`config.mk`:
```
export PLATFORM = sky130hd
export DESIGN_NAME = uri_percent_encoder_top
export DESIGN_NICKNAME = d
export VERILOG_FILES = /design/src/sv/uri_enc_pkg.sv /design/src/sv/uri_enc_class.sv /design/src/sv/uri_enc_emit.sv /design/src/sv/uri_percent_encoder_top.sv
export SDC_FILE = /design/constraint.sdc
export NUM_CORES = 1
export LEC_CHECK = 0
export BUFFER_PORTS_ARGS = -buffer_cell sky130_fd_sc_hd__buf_4
export CAP_MARGIN = 20
export CORE_AREA = 2 2 69 71
export CTS_CLUSTER_SIZE = 14
export DETAILED_ROUTE_END_ITERATION = 10
export DIE_AREA = 0 0 71 73
export HOLD_SLACK_MARGIN = 0.06
export SLEW_MARGIN = 20
export SYNTH_ARGS = -nofsm -noshare
export SYNTH_HDL_FRONTEND = slang
export SYNTH_SLANG_ARGS = --single-unit
```
`constraint.sdc`:
```
create_clock -name clock -period 4.46 [get_ports clock]
set_input_delay 0.892 -clock clock [delete_from_list [all_inputs] [get_ports clock]]
set_output_delay 0.892 -clock clock [all_outputs]
set_load 0.02 [all_outputs]
```
`src/sv/uri_enc_pkg.sv`:
```
package uri_enc_pkg;

   // URI component selector codes.
   localparam logic [2:0] COMP_USER_INFO = 3'd0;
   localparam logic [2:0] COMP_HOST      = 3'd1;
   localparam logic [2:0] COMP_PATH      = 3'd2;
   localparam logic [2:0] COMP_QUERY     = 3'd3;
   localparam logic [2:0] COMP_FRAGMENT  = 3'd4;

   // Selector value after reset.
   localparam logic [2:0] COMP_RESET = COMP_PATH;

   // Characters that the encoder produces or tests directly.
   localparam logic [7:0] CHAR_PERCENT = 8'h25;
   localparam logic [7:0] CHAR_PLUS    = 8'h2B;

   // One input item as it sits in the input register.
   typedef struct packed {
      logic [7:0] data;
      logic       last;
   } item_type;

   // Upper-case hex digit for one nibble.
   function automatic logic [7:0] hex_digit(input logic [3:0] nibble);
      logic [7:0] wide;
      wide = {4'd0, nibble};
      if (nibble < 4'd10) begin
         hex_digit = 8'h30 + wide;
      end else begin
         hex_digit = 8'h37 + wide;
      end
   endfunction

endpackage

```
`src/sv/uri_enc_class.sv`:
```
module uri_enc_class (
   input  logic [7:0] data,
   input  logic [2:0] component,
   output logic       need_enc
);

   logic alnum;
   logic unreserved;
   logic sub_delim;
   logic gen_delim;
   logic special;
   logic legal_user;
   logic legal_path;
   logic legal_query;

   // Character classes from RFC 3986.
   always_comb begin
      alnum      = (data inside {[8'h30:8'h39], [8'h41:8'h5A], [8'h61:8'h7A]});
      // Unreserved marks: - . _ ~
      unreserved = alnum || (data inside {8'h2D, 8'h2E, 8'h5F, 8'h7E});
      // Sub-delims: ! $ & ' ( ) * + , ; =
      sub_delim  = (data inside {8'h21, 8'h24, [8'h26:8'h2C], 8'h3B, 8'h3D});
      // Gen-delims: # / : ? @ [ ]
      gen_delim  = (data inside {8'h23, 8'h2F, 8'h3A, 8'h3F, 8'h40, 8'h5B, 8'h5D});
      special    = (data == uri_enc_pkg::CHAR_PERCENT) || (data == uri_enc_pkg::CHAR_PLUS);
   end

   // Legal sets of the individual components.
   always_comb begin
      // User info adds percent and colon.
      legal_user  = unreserved || sub_delim ||
                    (data inside {uri_enc_pkg::CHAR_PERCENT, 8'h3A});
      // Path adds percent, slash, colon and at sign.
      legal_path  = unreserved || sub_delim ||
                    (data inside {uri_enc_pkg::CHAR_PERCENT, 8'h2F, 8'h3A, 8'h40});
      // Query and fragment add the question mark.
      legal_query = legal_path || (data == 8'h3F);
   end

   // Encode decision for the selected component.
   always_comb begin
      case (component)
         uri_enc_pkg::COMP_USER_INFO: need_enc = !legal_user || special;
         uri_enc_pkg::COMP_HOST:      need_enc = data[7];
         uri_enc_pkg::COMP_PATH:      need_enc = !legal_path || special;
         uri_enc_pkg::COMP_QUERY:     need_enc = !legal_query || special;
         uri_enc_pkg::COMP_FRAGMENT:  need_enc = !legal_query || special;
         // Unused selectors encode anything neither unreserved nor reserved.
         default:                     need_enc = !unreserved && !(gen_delim || sub_delim);
      endcase
   end

endmodule

```
`src/sv/uri_enc_emit.sv`:
```
module uri_enc_emit (
   input  logic                  clock,
   input  logic                  reset,
   input  logic                  item_valid,
   input  uri_enc_pkg::item_type item,
   input  logic                  need_enc,
   output logic                  take,
   output logic                  rsp_valid,
   output logic [7:0]            rsp_out_byte,
   output logic                  rsp_run_last,
   output logic                  rsp_string_end
);

   // Triplet phase: free for a new item, or high or low digit still to send.
   localparam logic [1:0] PH_FREE = 2'd0;
   localparam logic [1:0] PH_HIGH = 2'd1;
   localparam logic [1:0] PH_LOW  = 2'd2;

   logic [1:0] phase_ff, phase_in;
   logic [7:0] hold_ff, hold_in;
   logic       hold_last_ff, hold_last_in;
   logic       valid_ff, valid_in;
   logic [7:0] byte_ff, byte_in;
   logic       run_last_ff, run_last_in;
   logic       str_end_ff, str_end_in;

   // A new item is taken only when no triplet is in flight.
   assign take = item_valid && (phase_ff == PH_FREE);

   // Next result byte and triplet bookkeeping.
   always_comb begin
      phase_in     = phase_ff;
      hold_in      = hold_ff;
      hold_last_in = hold_last_ff;
      valid_in     = 1'b0;
      byte_in      = byte_ff;
      run_last_in  = 1'b0;
      str_end_in   = 1'b0;
      case (phase_ff)
         PH_FREE: begin
            if (item_valid) begin
               valid_in = 1'b1;
               if (need_enc) begin
                  byte_in      = uri_enc_pkg::CHAR_PERCENT;
                  hold_in      = item.data;
                  hold_last_in = item.last;
                  phase_in     = PH_HIGH;
               end else begin
                  byte_in     = item.data;
                  run_last_in = 1'b1;
                  str_end_in  = item.last;
               end
            end
         end
         PH_HIGH: begin
            valid_in = 1'b1;
            byte_in  = uri_enc_pkg::hex_digit(hold_ff[7:4]);
            phase_in = PH_LOW;
         end
         PH_LOW: begin
            valid_in    = 1'b1;
            byte_in     = uri_enc_pkg::hex_digit(hold_ff[3:0]);
            run_last_in = 1'b1;
            str_end_in  = hold_last_ff;
            phase_in    = PH_FREE;
         end
         default: begin
            phase_in = PH_FREE;
         end
      endcase
   end

   // Control registers.
   always_ff @(posedge clock) begin
      if (reset) begin
         phase_ff <= PH_FREE;
         valid_ff <= 1'b0;
      end else begin
         phase_ff <= phase_in;
         valid_ff <= valid_in;
      end
   end

   // Payload registers.
   always_ff @(posedge clock) begin
      hold_ff      <= hold_in;
      hold_last_ff <= hold_last_in;
      byte_ff      <= byte_in;
      run_last_ff  <= run_last_in;
      str_end_ff   <= str_end_in;
   end

   assign rsp_valid      = valid_ff;
   assign rsp_out_byte   = byte_ff;
   assign rsp_run_last   = run_last_ff;
   assign rsp_string_end = str_end_ff;

endmodule

```
`src/sv/uri_percent_encoder_top.sv`:
```
// An item passes through the input register and then the result register; an item
// held behind a triplet waits in the input register until the emitter is free.
// Throughput: one item per cycle for bytes passed through with no triplet in flight;
// an encoded byte occupies the single byte-wide result register for its whole triplet.
// Results are strobed for one cycle by rsp_valid; the receiver cannot stall.
// Reset is synchronous, active high; it empties the block and selects path.
module uri_percent_encoder_top (
   input  logic       clock,
   input  logic       reset,
   input  logic       start,
   output logic       busy,
   input  logic [7:0] req_in_byte,
   input  logic       req_in_end,
   output logic       rsp_valid,
   output logic [7:0] rsp_out_byte,
   output logic       rsp_run_last,
   output logic       rsp_string_end,
   input  logic       csr_we,
   input  logic [2:0] csr_wdata
);

   logic [2:0]            comp_ff;
   logic                  item_valid_ff, item_valid_in;
   uri_enc_pkg::item_type item_ff, item_in;
   logic                  need_enc;
   logic                  take;
   logic                  accept;

   // The input register is blocked while its item waits behind a triplet.
   assign busy   = item_valid_ff && !take;
   assign accept = start && !busy;

   // Component selector register.
   always_ff @(posedge clock) begin
      if (reset) begin
         comp_ff <= uri_enc_pkg::COMP_RESET;
      end else if (csr_we) begin
         comp_ff <= csr_wdata;
      end
   end

   // Input register next values.
   always_comb begin
      item_valid_in = item_valid_ff;
      item_in       = item_ff;
      if (accept) begin
         item_valid_in = 1'b1;
         item_in.data  = req_in_byte;
         item_in.last  = req_in_end;
      end else if (take) begin
         item_valid_in = 1'b0;
      end
   end

   always_ff @(posedge clock) begin
      if (reset) begin
         item_valid_ff <= 1'b0;
      end else begin
         item_valid_ff <= item_valid_in;
      end
   end

   always_ff @(posedge clock) begin
      item_ff <= item_in;
   end

   // Decide whether the held byte is encoded.
   uri_enc_class u_class (
      .data      (item_ff.data),
      .component (comp_ff),
      .need_enc  (need_enc)
   );

   // Serialize the byte or its percent triplet onto the result port.
   uri_enc_emit u_emit (
      .clock          (clock),
      .reset          (reset),
      .item_valid     (item_valid_ff),
      .item           (item_ff),
      .need_enc       (need_enc),
      .take           (take),
      .rsp_valid      (rsp_valid),
      .rsp_out_byte   (rsp_out_byte),
      .rsp_run_last   (rsp_run_last),
      .rsp_string_end (rsp_string_end)
   );

endmodule
```
* After elaboration in Yosys (flattened, before gate mapping)
Index checks and enable logic that the tools add are counted.
** Storage, ports and cells
- Flip-flop bits (word level) :: 35
- Input port bits :: 16
- Output and inout bits :: 12
- Word-level logic and storage cells :: 109
** Operators by class
- $add $sub $neg :: 4
- Magnitude comparators :: 10
- Equality and inequality tests :: 25
- Muxes and demuxes :: 19
- Reduce and logical (&&, ||, !) cells :: 40
** Operators by type and width (count)
- 8-bit by 6-bit equality test with 1-bit output, second input constant :: 12
- 8-bit by 7-bit equality test with 1-bit output, second input constant :: 5
- 8-bit two-way mux :: 4
- 6-bit by 4-bit adder with 7-bit output, first input constant :: 4
- 8-bit case mux with 3 select lines :: 1
- 8-bit by 6-bit greater-or-equal comparator with 1-bit output, second input constant :: 2
- 8-bit by 7-bit greater-or-equal comparator with 1-bit output, second input constant :: 2
- 8-bit by 6-bit less-or-equal comparator with 1-bit output, second input constant :: 2
- 8-bit by 7-bit less-or-equal comparator with 1-bit output, second input constant :: 2
- 1-bit logical OR :: 10
- 1-bit logical AND :: 8
- 4-bit < comparator, second input constant :: 2
- 4-bit nonzero test :: 2
- 1-bit logical NOT :: 7
- 1-bit two-way mux :: 7
- 7-bit nonzero test :: 1
- 3-bit by 2-bit equality test with 1-bit output, second input constant :: 2
- 1-bit case mux with 2 select lines :: 3
- 3-bit nonzero test :: 2
- 5-bit nonzero test :: 1
- 2-bit two-way mux :: 2
- 2-bit != test, second input constant :: 2
- 1-bit case mux with 4 select lines :: 1
- 2-bit case mux with 2 select lines :: 1
- 10 further kinds :: 13

* Logic depth before layout (Yosys ltp)
Gate-level depths: netlist of run 1.
- Word-level depth :: 13
- Gate-level depth with buffers :: 9
- Mapped depth without buffers :: 7

* Hierarchy
From an unflattened synthesis of run 1, not the netlist that was laid out.
** Second synthesis, totals
- Cell total of the unflattened synthesis :: 179
- Area total of the unflattened synthesis :: 1930.6 um^2
** By module, submodules not included
- uri_enc_emit :: instances 1, cells each 99, area an instance 1073.5 um^2, seq. area each 610.6 um^2
- uri_enc_class :: instances 1, cells each 58, area an instance 439.2 um^2, seq. area each 0.0 um^2
- uri_percent_encoder_top :: instances 1, cells each 22, area an instance 417.9 um^2, seq. area each 350.3 um^2

* Least setup slack after synthesis of run 1
No wires, ideal clock.
- Kind :: register to register
- Start :: reg item_ff[4] (netlist bit)
- End :: reg u_emit.hold_ff[0], enable pin
- Setup time :: 0.378 ns
- Data arrival time :: 2.284 ns
- Data required time :: 4.082 ns
- Slack :: 1.798 ns
- Stages on the path, launching flop included :: 9
- Buffers on the path :: 2
- Period minus slack after synthesis :: 2.662 ns
- Cells stage by stage :: edfxtp_1 -> buf_6 -> or4_4 -> o22ai_1 -> nor3b_1 -> a311oi_4 -> nand3_2 -> buf_6 -> a21oi_1
** On the way
- Cells in the longest elaborated chain, start to end :: 11
- Elaborated cells on any way between the ends :: 53
- Those cells by class :: order compare (8); eq/ne (17); mux (1); reduce/logical (27)
** RTL lines
- start: declaration :: RTL line uri_percent_encoder_top.sv:24 : uri_enc_pkg::item_type item_ff, item_in;
- start signal: assignment :: RTL line uri_percent_encoder_top.sv:64 : item_ff <= item_in;
- 8-bit by 6-bit greater-or-equal comparator with 1-bit output (tied with other cells) :: RTL line uri_enc_class.sv:18 : alnum = (data inside {[8'h30:8'h39], [8'h41:8'h5A], [8'h61:8'h7A]});
- 1-bit logical AND :: RTL line uri_enc_class.sv:18
- 3-bit nonzero test :: RTL line uri_enc_class.sv:18
- 1-bit logical OR :: RTL line uri_enc_class.sv:20 : unreserved = alnum || (data inside {8'h2D, 8'h2E, 8'h5F, 8'h7E});
- 1-bit logical OR :: RTL line uri_enc_class.sv:31, uri_enc_class.sv:34
- 1-bit logical OR :: RTL line uri_enc_class.sv:34 : legal_path = unreserved || sub_delim ||
- 1-bit logical OR :: RTL line uri_enc_class.sv:37 : legal_query = legal_path || (data == 8'h3F);
- 1-bit logical NOT :: RTL line uri_enc_class.sv:46, uri_enc_class.sv:47
- 1-bit logical OR :: RTL line uri_enc_class.sv:46, uri_enc_class.sv:47
- 1-bit case mux with 4 select lines (*) :: RTL line uri_enc_class.sv:42 : case (component)
- 3-bit AND reduction (no source line) (*)
- end signal: assignment :: RTL line uri_enc_emit.sv:86 : hold_ff <= hold_in;
- end: declaration :: RTL line uri_enc_emit.sv:20 : logic [7:0] hold_ff, hold_in;
Mark *: on every way between the ends. The rest lies on a longest branch, timed or not.
A chain may end at the register's enable or synchronous reset.

* Worst setup path after layout of run 1
- Start :: reg item_ff[1] (netlist bit)
- End :: reg u_emit.hold_ff[2], enable pin
The elaborated chain is that of the path after synthesis.

==> impl_summary.log, run 1 <==
INFO  metric postSynthCellCount = 182
INFO  metric synthDominantCellAreaShare = 40.3%
INFO  metric count_of_cell_types_in_the_netlist = 50
INFO  metric die_width = 71 um
INFO  metric final_layout_net_count = 227
INFO  metric rows = 25
INFO  metric leakage = 0.863 nW
INFO  metric layout_commonest_cell = sky130_fd_sc_hd__buf_4
INFO  metric syn_warnings = 0
INFO  metric hold_path_class = flop to flop
INFO  metric finalWorstPathRequiredPeriod = 3.08 ns
INFO  metric clock_latency = 0.28 ns
INFO  metric totalPowerFinal = 0.804 mW
INFO  metric r2r_setup_slack = 1.38 ns
INFO  metric min_path_cells = 0
INFO  metric number_of_iterations_in_the_first_detailed_routing_pass = 4
INFO  metric setup_viol_count_final = 0
INFO  metric global_route.overflow_total = 0
INFO  metric synth_area = 1940 um^2
INFO  metric drc = 0
INFO  metric crit_path_arrival_time = 2.99 ns
INFO  metric timing.critical_path.fanout_max = 13
INFO  metric port_buffers = 27
INFO  metric number_of_vias_after_detailed_routing = 1482
INFO  metric worstHoldStart = item_ff[0]
INFO  metric power_per_cell_area = 361 nW/um^2
INFO  metric critical_path_required = 4.37 ns
INFO  metric synth-edff-count = 26
INFO  metric synth_top_area_cell = sky130_fd_sc_hd__edfxtp_1
INFO  metric synth.net_count = 204
INFO  metric hold_end = u_emit.hold_last_ff
INFO  metric tritoncts = built
INFO  metric post_cts_repair_resize_count = 0
INFO  metric max_slew_margin = 45.6%
INFO  metric die_area = 5180 um^2
INFO  metric max_cap_viol_count = 0
INFO  metric routed_wirelength = 3970 um
INFO  metric synthTopCellsByArea = sky130_fd_sc_hd__edfxtp_1 40%, sky130_fd_sc_hd__dfxtp_1 9.3%, sky130_fd_sc_hd__ha_1 3.9%
INFO  metric grt_antenna_before_repair = 0
INFO  metric io-pin-count = 28
INFO  metric achievable-frequency = 325 MHz
INFO  metric totalNegativeSetupSlack = 0 ns
INFO  metric hold_ws = 0.475 ns
INFO  metric setup_clock_skew_after_layout = 0.00552 ns
INFO  metric initial_core_util = 42.8%
INFO  metric clock_pin_transition_on_the_worst_setup_and_hold_timing_paths = 0.07 ns
INFO  metric grt_usage = 16.4%
INFO  metric finished_cell_area = 2230 um^2
INFO  metric post_route_cells_drive_above_1_share = 21.4%
INFO  metric clock_tree.htree_level_count = 2
INFO  metric grt_setup_unrepaired = no
INFO  metric regToRegStartpoint = item_ff[1]
INFO  metric timing.setup.critical_path_class = flop to flop
INFO  metric route.antenna.remaining_nets = 0
INFO  metric global_route_wire_length_before_repair = 6530 um
INFO  metric post_cts_buffers = 0
INFO  metric synthesis.area_per_instance = 10.7 um^2
INFO  metric tritoncts.num_buffers = 5
INFO  metric die-height = 73 um
INFO  metric synth_flop_cell = sky130_fd_sc_hd__edfxtp_1
INFO  metric period_share = 69.1%
INFO  metric final_util = 49.2%
INFO  metric cp-start-kind = flop
INFO  metric crit-reg2reg-capture = u_emit.hold_ff[2]
INFO  metric asyncSetResetFlopFracSynth = 0%
INFO  metric avgViaCountPerCell = 5.70
INFO  metric final_hold_vio_count = 0
INFO  metric core_area = 4540 um^2
INFO  metric initialDrtViolationCount = 183
INFO  metric slew_limit_fails = 0
INFO  metric gp_routability_congestion = 0.833
INFO  metric outcome = completed
INFO  metric endpoint_kind = flop
INFO  metric yosysSeqAreaShare = 49.5%
INFO  metric worst_pin_slew = 0.805 ns
INFO  metric worst-r2r-cell-count = 6
INFO  metric layout-area-overhead-vs-synth = 15.0%
INFO  metric largest_net_degree_at_the_start_of_global_routing = 18
INFO  metric cts_hold_buf = 0
INFO  metric final_cell_mix = 27 x sky130_fd_sc_hd__buf_4, 26 x sky130_fd_sc_hd__edfxtp_1, 15 x sky130_fd_sc_hd__nor2_1, 15 x sky130_fd_sc_hd__nand2_1, 12 x sky130_fd_sc_hd__inv_1
INFO  metric cts.sink_count = 35
INFO  metric max_ir_drop_vdd = 0.210 mV
INFO  metric place_area = 2120 um^2
INFO  metric post-dp-hpwl = 2930 um
INFO  metric clock_path_buffers = 2
INFO  metric cts.root.buffer_cell = sky130_fd_sc_hd__clkbuf_8
INFO  metric detail_route.wl_per_cell = 15.3 um
INFO  metric first_global_vias = 1369
INFO  metric insertedDiodeCount = 0
INFO  metric postSynthRegisterBits = 35
## kinds of logic (layout without fill, tap and decap cells)
kind of cell | Yosys count | count (layout) | share of synthesized area, %
AO/OA/AOI/OAI | 51 | 51 | 20.1
XOR/XNOR | 3 | 3 | 1.36
adder cells (fa/ha/maj) | 6 | 6 | 3.87
buffers and inverters | 23 | 47 | 6.84
flip-flops | 35 | 35 | 49.5
multiplexers | 3 | 3 | 1.55
other | 1 | 1 | 0.193
AND/OR/NAND/NOR | 60 | 60 | 16.5
## final cells by class
type                       instances  area (um^2)
clock buffer                       5         68.8
clock inverter                     3         38.8
fill                             400         2310
inverter                          12         45.0
multi-input combinational        124          846
sequential                        35          961
tap                               54         67.6
timing repair buffer              27          203
## stage by stage
stage | std cells | worst slack [ns]
after floorplan | 182 | 1.80
after global placement | 252 | 1.47
after detailed placement | 252 | 1.42
after CTS | 260 | 1.40
after global routing | 260 | 1.15
final | 260 | 1.38
## cell usage after synthesis, types with 2 or more instances
cell	n
sky130_fd_sc_hd__clkbuf_1	3
sky130_fd_sc_hd__buf_6	5
sky130_fd_sc_hd__nand3_1	4
sky130_fd_sc_hd__nand4_1	2
sky130_fd_sc_hd__dfxtp_1	9
sky130_fd_sc_hd__nand2b_1	2
sky130_fd_sc_hd__o21ai_0	11
sky130_fd_sc_hd__inv_1	12
sky130_fd_sc_hd__o22ai_1	2
sky130_fd_sc_hd__a32oi_1	2
sky130_fd_sc_hd__nor3_1	2
sky130_fd_sc_hd__xnor2_1	3
sky130_fd_sc_hd__o211ai_1	2
sky130_fd_sc_hd__nor3b_1	4
sky130_fd_sc_hd__nand2_1	15
sky130_fd_sc_hd__nor2_1	15
sky130_fd_sc_hd__mux2i_1	3
sky130_fd_sc_hd__a21oi_1	7
sky130_fd_sc_hd__nor2b_1	5
sky130_fd_sc_hd__a221oi_1	3
sky130_fd_sc_hd__ha_1	6
sky130_fd_sc_hd__a41o_1	3
sky130_fd_sc_hd__a31oi_1	3
sky130_fd_sc_hd__a211oi_1	3
sky130_fd_sc_hd__o21ai_1	2
sky130_fd_sc_hd__edfxtp_1	26
sky130_fd_sc_hd__a41oi_1	2
sky130_fd_sc_hd__buf_4	2
sky130_fd_sc_hd__nor4_1	2
sky130_fd_sc_hd__o2111a_1	2
## routing by layer
| layer | vias to the layer above | routed length, um | track usage, % |
|---|---|---|---|
| met2 | 43 | 2010 | 27.5 |
| met4 | 0 | 71 | 7.13 |
| met1 | 703 | 1720 | 20.3 |
| met3 | 9 | 171 | 4.01 |
| li1 | 727 | - | - |
| met5 | - | 0 | 0 |
## power breakdown
part	switching [mW]	leakage [nW]	total, mW	internal (mW)
Clock	0.112	0.0556	0.276	0.164
Combinational	0.0697	0.487	0.124	0.0545
Sequential	0.0241	0.320	0.404	0.380
## how the worst max path moves through the flow
stage,startpoint,end,slack (ns)
3_5_place_dp,item_ff[1],u_emit.hold_last_ff,1.42
5_1_grt,item_ff[1],u_emit.hold_ff[2],1.15
2_1_floorplan,item_ff[4],u_emit.hold_ff[0],1.80
4_1_cts,item_ff[1],u_emit.hold_ff[2],1.40
3_3_place_gp,item_ff[1],u_emit.hold_ff[1],1.47
6_report,item_ff[1],u_emit.hold_ff[2],1.38
## critical path: stages, from the launching register on
cell and delay (ns):
sky130_fd_sc_hd__edfxtp_1 0.56, sky130_fd_sc_hd__or4_4 0.62, sky130_fd_sc_hd__o22ai_1 0.15, sky130_fd_sc_hd__nor3b_1 0.10, sky130_fd_sc_hd__a311oi_4 0.32, sky130_fd_sc_hd__nand3_2 0.26
sky130_fd_sc_hd__a21oi_1 0.69
## sequential cells by signal (all words and copies together) (netlist names)
signal,count
comp_ff,3
item_valid_ff,1
u_emit.rsp_valid,1
u_emit.hold_last_ff,1
u_emit.hold_ff,8
item_ff,9
u_emit.rsp_run_last,1
u_emit.rsp_out_byte,8
u_emit.rsp_string_end,1
u_emit.phase_ff,2
Note: power is estimated with default switching activity, not from simulation.
==> run 2, diff against run 1 <==
ABC_AREA = 1   (was default)
CORE_AREA = 2 2 70 72   (was 2 2 69 71)
DIE_AREA = 0 0 72 74   (was 0 0 71 73)
PLACE_DENSITY = 0.66   (was default)
clock period = 2.5 ns   (was 4.46 ns; I/O delays follow)
==> run 2 against run 1 <==
Against the previous run: critical endpoint unchanged; area after synthesis up 2.5%; critical path type unchanged; clock skew about the same; count of clock-buffer cells in the layout up 2; via count up 14%; combinational power rose to 4.0 times the previous value; setup slack worse by 1.1 ns; highest routed layer unchanged; die area up 2.8%.
==> impl_summary.log, run 2 <==
INFO  metric initialDrtViolationCount = 142 (was 183)
INFO  metric setup_clock_skew_after_layout = 0.00510 ns (was 0.00552 ns)
INFO  metric achievable-frequency = 441 MHz (was 325 MHz)
INFO  metric drc = 0 (unchanged)
INFO  metric timing.critical_path.fanout_max = 9 (was 13)
INFO  metric number_of_iterations_in_the_first_detailed_routing_pass = 5 (was 4)
INFO  metric dr_wl_met2 = 1880 um (was 2010 um)
INFO  metric period_share = 90.6% (was 69.1%)
INFO  metric tritoncts = built (unchanged)
INFO  metric first_global_vias = 1520 (was 1369)
INFO  metric setup_viol_count_final = 0 (unchanged)
INFO  metric worstHoldStart = req_in_byte[1] (was item_ff[0])
INFO  metric finalWorstPathRequiredPeriod = 2.27 ns (was 3.08 ns)
INFO  metric gp_routability_congestion = 0.968 (was 0.833)
INFO  metric critPathBufInv = 1 (was 0)
INFO  metric synth-edff-count = 26 (unchanged)
INFO  metric initial_core_util = 43.2% (was 42.8%)
INFO  metric timing.critical_path.slowest_cell_delay = 0.51 ns (was 0.69 ns)
INFO  metric synth_area = 1990 um^2 (was 1940 um^2)
INFO  metric synth_top_area_cell = sky130_fd_sc_hd__edfxtp_1 (unchanged)
INFO  metric clock_pin_transition_on_the_worst_setup_and_hold_timing_paths = 0.07 ns (about the same)
INFO  metric syn_warnings = 0 (unchanged)
INFO  metric yosysSeqAreaShare = 48.3% (was 49.5%)
INFO  metric postSynthCellCount = 244 (was 182)
INFO  metric power_per_cell_area = 744 nW/um^2 (was 361 nW/um^2)
INFO  metric highest-signal-layer = met4 (unchanged)
INFO  metric totalPowerFinal = 1.77 mW (was 0.804 mW)
INFO  metric post-dp-hpwl = 3100 um (was 2930 um)
INFO  metric final_cell_mix = 57 x sky130_fd_sc_hd__nand2_1, 34 x sky130_fd_sc_hd__inv_1, 31 x sky130_fd_sc_hd__buf_4 (was 27 x sky130_fd_sc_hd__buf_4, 26 x sky130_fd_sc_hd__edfxtp_1, 15 x sky130_fd_sc_hd__nor2_1, 15 x sky130_fd_sc_hd__nand2_1, 12 x sky130_fd_sc_hd__inv_1)
INFO  metric largest_net_degree_at_the_start_of_global_routing = 12 (was 18)
INFO  metric critPathTopFamily = simple AND/OR/NAND/NOR gates (was compound AO/OA/AOI/OAI gates)
INFO  metric asyncSetResetFlopFracSynth = 0% (unchanged)
INFO  metric largest_register = item_ff (unchanged)
INFO  metric r2r_setup_slack = 0.23 ns (was 1.38 ns)
INFO  metric min_path_cells = 1 (was 0)
INFO  metric count_of_cell_types_in_the_netlist = 29 (was 50)
INFO  metric max_slew_margin = 42.5% (was 45.6%)
INFO  metric die-height = 74 um (was 73 um)
INFO  metric final_layout_fill_cell_count = 418 (was 400)
INFO  metric rows = 25 (unchanged)
INFO  metric worst_pin_slew = 0.859 ns (was 0.805 ns)
INFO  metric routed_wirelength = 4060 um (was 3970 um)
INFO  metric synth_flop_cell = sky130_fd_sc_hd__edfxtp_1 (unchanged)
INFO  metric synthDominantCellAreaShare = 39.3% (was 40.3%)
INFO  metric final_util = 51.8% (was 49.2%)
INFO  metric die_area = 5330 um^2 (was 5180 um^2)
INFO  metric post_route_cells_drive_above_1_share = 19.6% (was 21.4%)
INFO  metric regToRegStartpoint = item_ff[2] (was item_ff[1])
INFO  metric timing.setup.critical_path_class = flop to flop (unchanged)
INFO  metric max_cap_viol_count = 0 (unchanged)
INFO  metric synth.net_count = 266 (was 204)
INFO  metric path_common_cell = sky130_fd_sc_hd__nand2_1
INFO  metric number_of_vias_after_detailed_routing = 1692 (was 1482)
INFO  metric layout_commonest_cell = sky130_fd_sc_hd__nand2_1 (was sky130_fd_sc_hd__buf_4)
INFO  metric avgViaCountPerCell = 5.05 (was 5.70)
INFO  metric crit-reg2reg-capture = u_emit.hold_ff[2] (unchanged)
INFO  metric cts.root.buffer_cell = sky130_fd_sc_hd__clkbuf_8 (unchanged)
INFO  metric critPathSlowestCell = sky130_fd_sc_hd__edfxtp_1 (was sky130_fd_sc_hd__a21oi_1)
INFO  metric hold_end = item_ff[2] (was u_emit.hold_last_ff)
INFO  metric detail_route.wl_per_cell = 12.1 um (was 15.3 um)
INFO  metric route.antenna.remaining_nets = 0 (unchanged)
INFO  metric io-pin-count = 28 (unchanged)
INFO  metric grt_setup_unrepaired = no (unchanged)
INFO  metric endpoint_kind = flop (unchanged)
INFO  metric crit_path_arrival_time = 2.22 ns (was 2.99 ns)
INFO  metric cp-start-kind = flop (unchanged)
INFO  metric final_hold_vio_count = 0 (unchanged)
INFO  metric ys_top_cells_by_count = 57 x sky130_fd_sc_hd__nand2_1, 34 x sky130_fd_sc_hd__inv_1, 27 x sky130_fd_sc_hd__nor2_1 (was 26 x sky130_fd_sc_hd__edfxtp_1, 15 x sky130_fd_sc_hd__nand2_1, 15 x sky130_fd_sc_hd__nor2_1)
INFO  metric layout-area-overhead-vs-synth = 19.9% (was 15.0%)
INFO  metric tritoncts.num_buffers = 5 (unchanged)
INFO  metric clock_path_buffers = 2 (unchanged)
INFO  metric max_ir_drop_vdd = 0.376 mV (was 0.210 mV)
INFO  metric routedLengthMet1 = 1890 um (was 1720 um)
INFO  metric grt_antenna_before_repair = 0 (unchanged)
INFO  metric leakage = 1.07 nW (was 0.863 nW)
INFO  metric insertedDiodeCount = 0 (unchanged)
INFO  metric critical_path_required = 2.45 ns (was 4.37 ns)
INFO  metric largest_register_ffs = 9 (unchanged)
INFO  metric synthesis.area_per_instance = 8.15 um^2 (was 10.7 um^2)
INFO  metric cts.sink_count = 35 (unchanged)
INFO  metric outcome = completed (unchanged)
INFO  metric synthTopCellsByArea = sky130_fd_sc_hd__edfxtp_1 39%, sky130_fd_sc_hd__nand2_1 11%, sky130_fd_sc_hd__dfxtp_1 9.1% (was sky130_fd_sc_hd__edfxtp_1 40%, sky130_fd_sc_hd__dfxtp_1 9.3%, sky130_fd_sc_hd__ha_1 3.9%)
INFO  metric core_area = 4600 um^2 (was 4540 um^2)
INFO  metric slew_limit_fails = 0 (unchanged)
INFO  metric global_route.overflow_total = 0 (unchanged)
INFO  metric clock_latency = 0.28 ns (about the same)
INFO  metric postSynthRegisterBits = 35 (unchanged)
INFO  metric totalNegativeSetupSlack = 0 ns (unchanged)
INFO  metric grt_usage = 16.7% (was 16.4%)
INFO  metric port_buffers = 27 (unchanged)
INFO  metric clock_tree.htree_level_count = 2 (unchanged)
INFO  metric synth_most_common_cell = sky130_fd_sc_hd__nand2_1 (was sky130_fd_sc_hd__edfxtp_1)
INFO  metric hold_path_class = input port to flop (was flop to flop)
INFO  metric global_route_wire_length_before_repair = 6690 um (was 6530 um)
INFO  metric die_width = 72 um (was 71 um)
INFO  metric path_cells = nand2_1 -> nor2_2 -> nand2_1 -> nand2_1 -> nor2_1 -> nand3_2 -> nor2_2 -> nand2_1 -> nand2_1 -> nand2_2 -> nand3_4 -> nand3_2 -> inv_1 (was or4_4 -> o22ai_1 -> nor3b_1 -> a311oi_4 -> nand3_2 -> a21oi_1)
INFO  metric routed-wl-met3 = 204 um (was 171 um)
INFO  metric post_cts_repair_resize_count = 0 (unchanged)
INFO  metric final_layout_net_count = 302 (was 227)
INFO  metric worst-r2r-cell-count = 13 (was 6)
==> run 2: cell count changes after synthesis, moves of 6 or more <==
cell,before,now
sky130_fd_sc_hd__nand4_1,2,8
sky130_fd_sc_hd__nand2_1,15,57
sky130_fd_sc_hd__inv_1,12,34
sky130_fd_sc_hd__nand3_1,4,12
sky130_fd_sc_hd__a21oi_1,7,13
sky130_fd_sc_hd__nor2_1,15,27
==> run 2: worst reg2reg max path: cells and delay by family, from the launching register on <==
family	cells	cell delay, ns
simple gates	12	1.14
flops	1	0.51
buf+inv	1	0.28
==> run 2: layout make-up <==
type	count	area [um^2]	share of cell area (%)
Sequential cell	35	961	40.3
Multi-Input combinational cell	168	870	36.5
Timing Repair Buffer	31	233	9.76
Inverter	39	146	6.14
Clock buffer	7	76.3	3.20
Tap cell	54	67.6	2.83
Clock inverter	1	30.0	1.26
==> run 2: where the power goes <==
group / internal, mW / switching [mW] / leakage, nW
combinational: 0.188 / 0.313 / 0.697
clock: 0.298 / 0.190 / 0.0524
sequential: 0.737 / 0.0458 / 0.322
==> run 2: cell families after synthesis <==
| family | after synthesis | share of synthesized area (%) |
|---|---|---|
| AO/OA/AOI/OAI | 44 | 12.6 |
| buffers and inverters | 41 | 7.93 |
| flip-flops | 35 | 48.3 |
| other | 1 | 0.189 |
| AND/OR/NAND/NOR | 117 | 27.2 |
| adder cells (fa/ha/maj) | 6 | 3.78 |
==> run 2: repair_timing <==
action / CTS / global route
endpoints found under the setup margin: 0 / 9
hold buffers: 0 / 0
buffers inserted: 0 / 3
==> run 2: worst max-delay path by stage <==
stage	from	endpoint	slack, ns	cells after the start
after floorplan	item_ff[2]	u_emit.hold_ff[0]	0.53	14
after global placement	item_ff[2]	u_emit.hold_last_ff	0.16	13
after detailed placement	item_ff[2]	u_emit.hold_last_ff	0.18	13
after CTS	item_ff[2]	u_emit.hold_ff[0]	0.17	13
after global routing	item_ff[2]	u_emit.hold_ff[0]	0.06	13
final	item_ff[2]	u_emit.hold_ff[2]	0.23	13
==> run 2: per-stage QoR <==
| step | hold WS (ns) | cells | setup WS [ns] | area [um^2] |
|---|---|---|---|---|
| 2_1_floorplan | 0.426 | 244 | 0.530 | 1990 |
| 3_3_place_gp | 0.440 | 324 | 0.162 | 2250 |
| 3_5_place_dp | 0.439 | 324 | 0.181 | 2250 |
| 4_1_cts | 0.382 | 332 | 0.168 | 2360 |
| 5_1_grt | 0.375 | 335 | 0.0636 | 2380 |
| 6_report | 0.391 | 335 | 0.235 | 2380 |
==> run 2: routing by layer <==
metal / GRT usage [%] / up-vias
li1: - / 885
met1: 20.7 / 740
met2: 28.0 / 56
met3: 3.66 / 11
met4: 7.55 / 0
met5: 0 / -
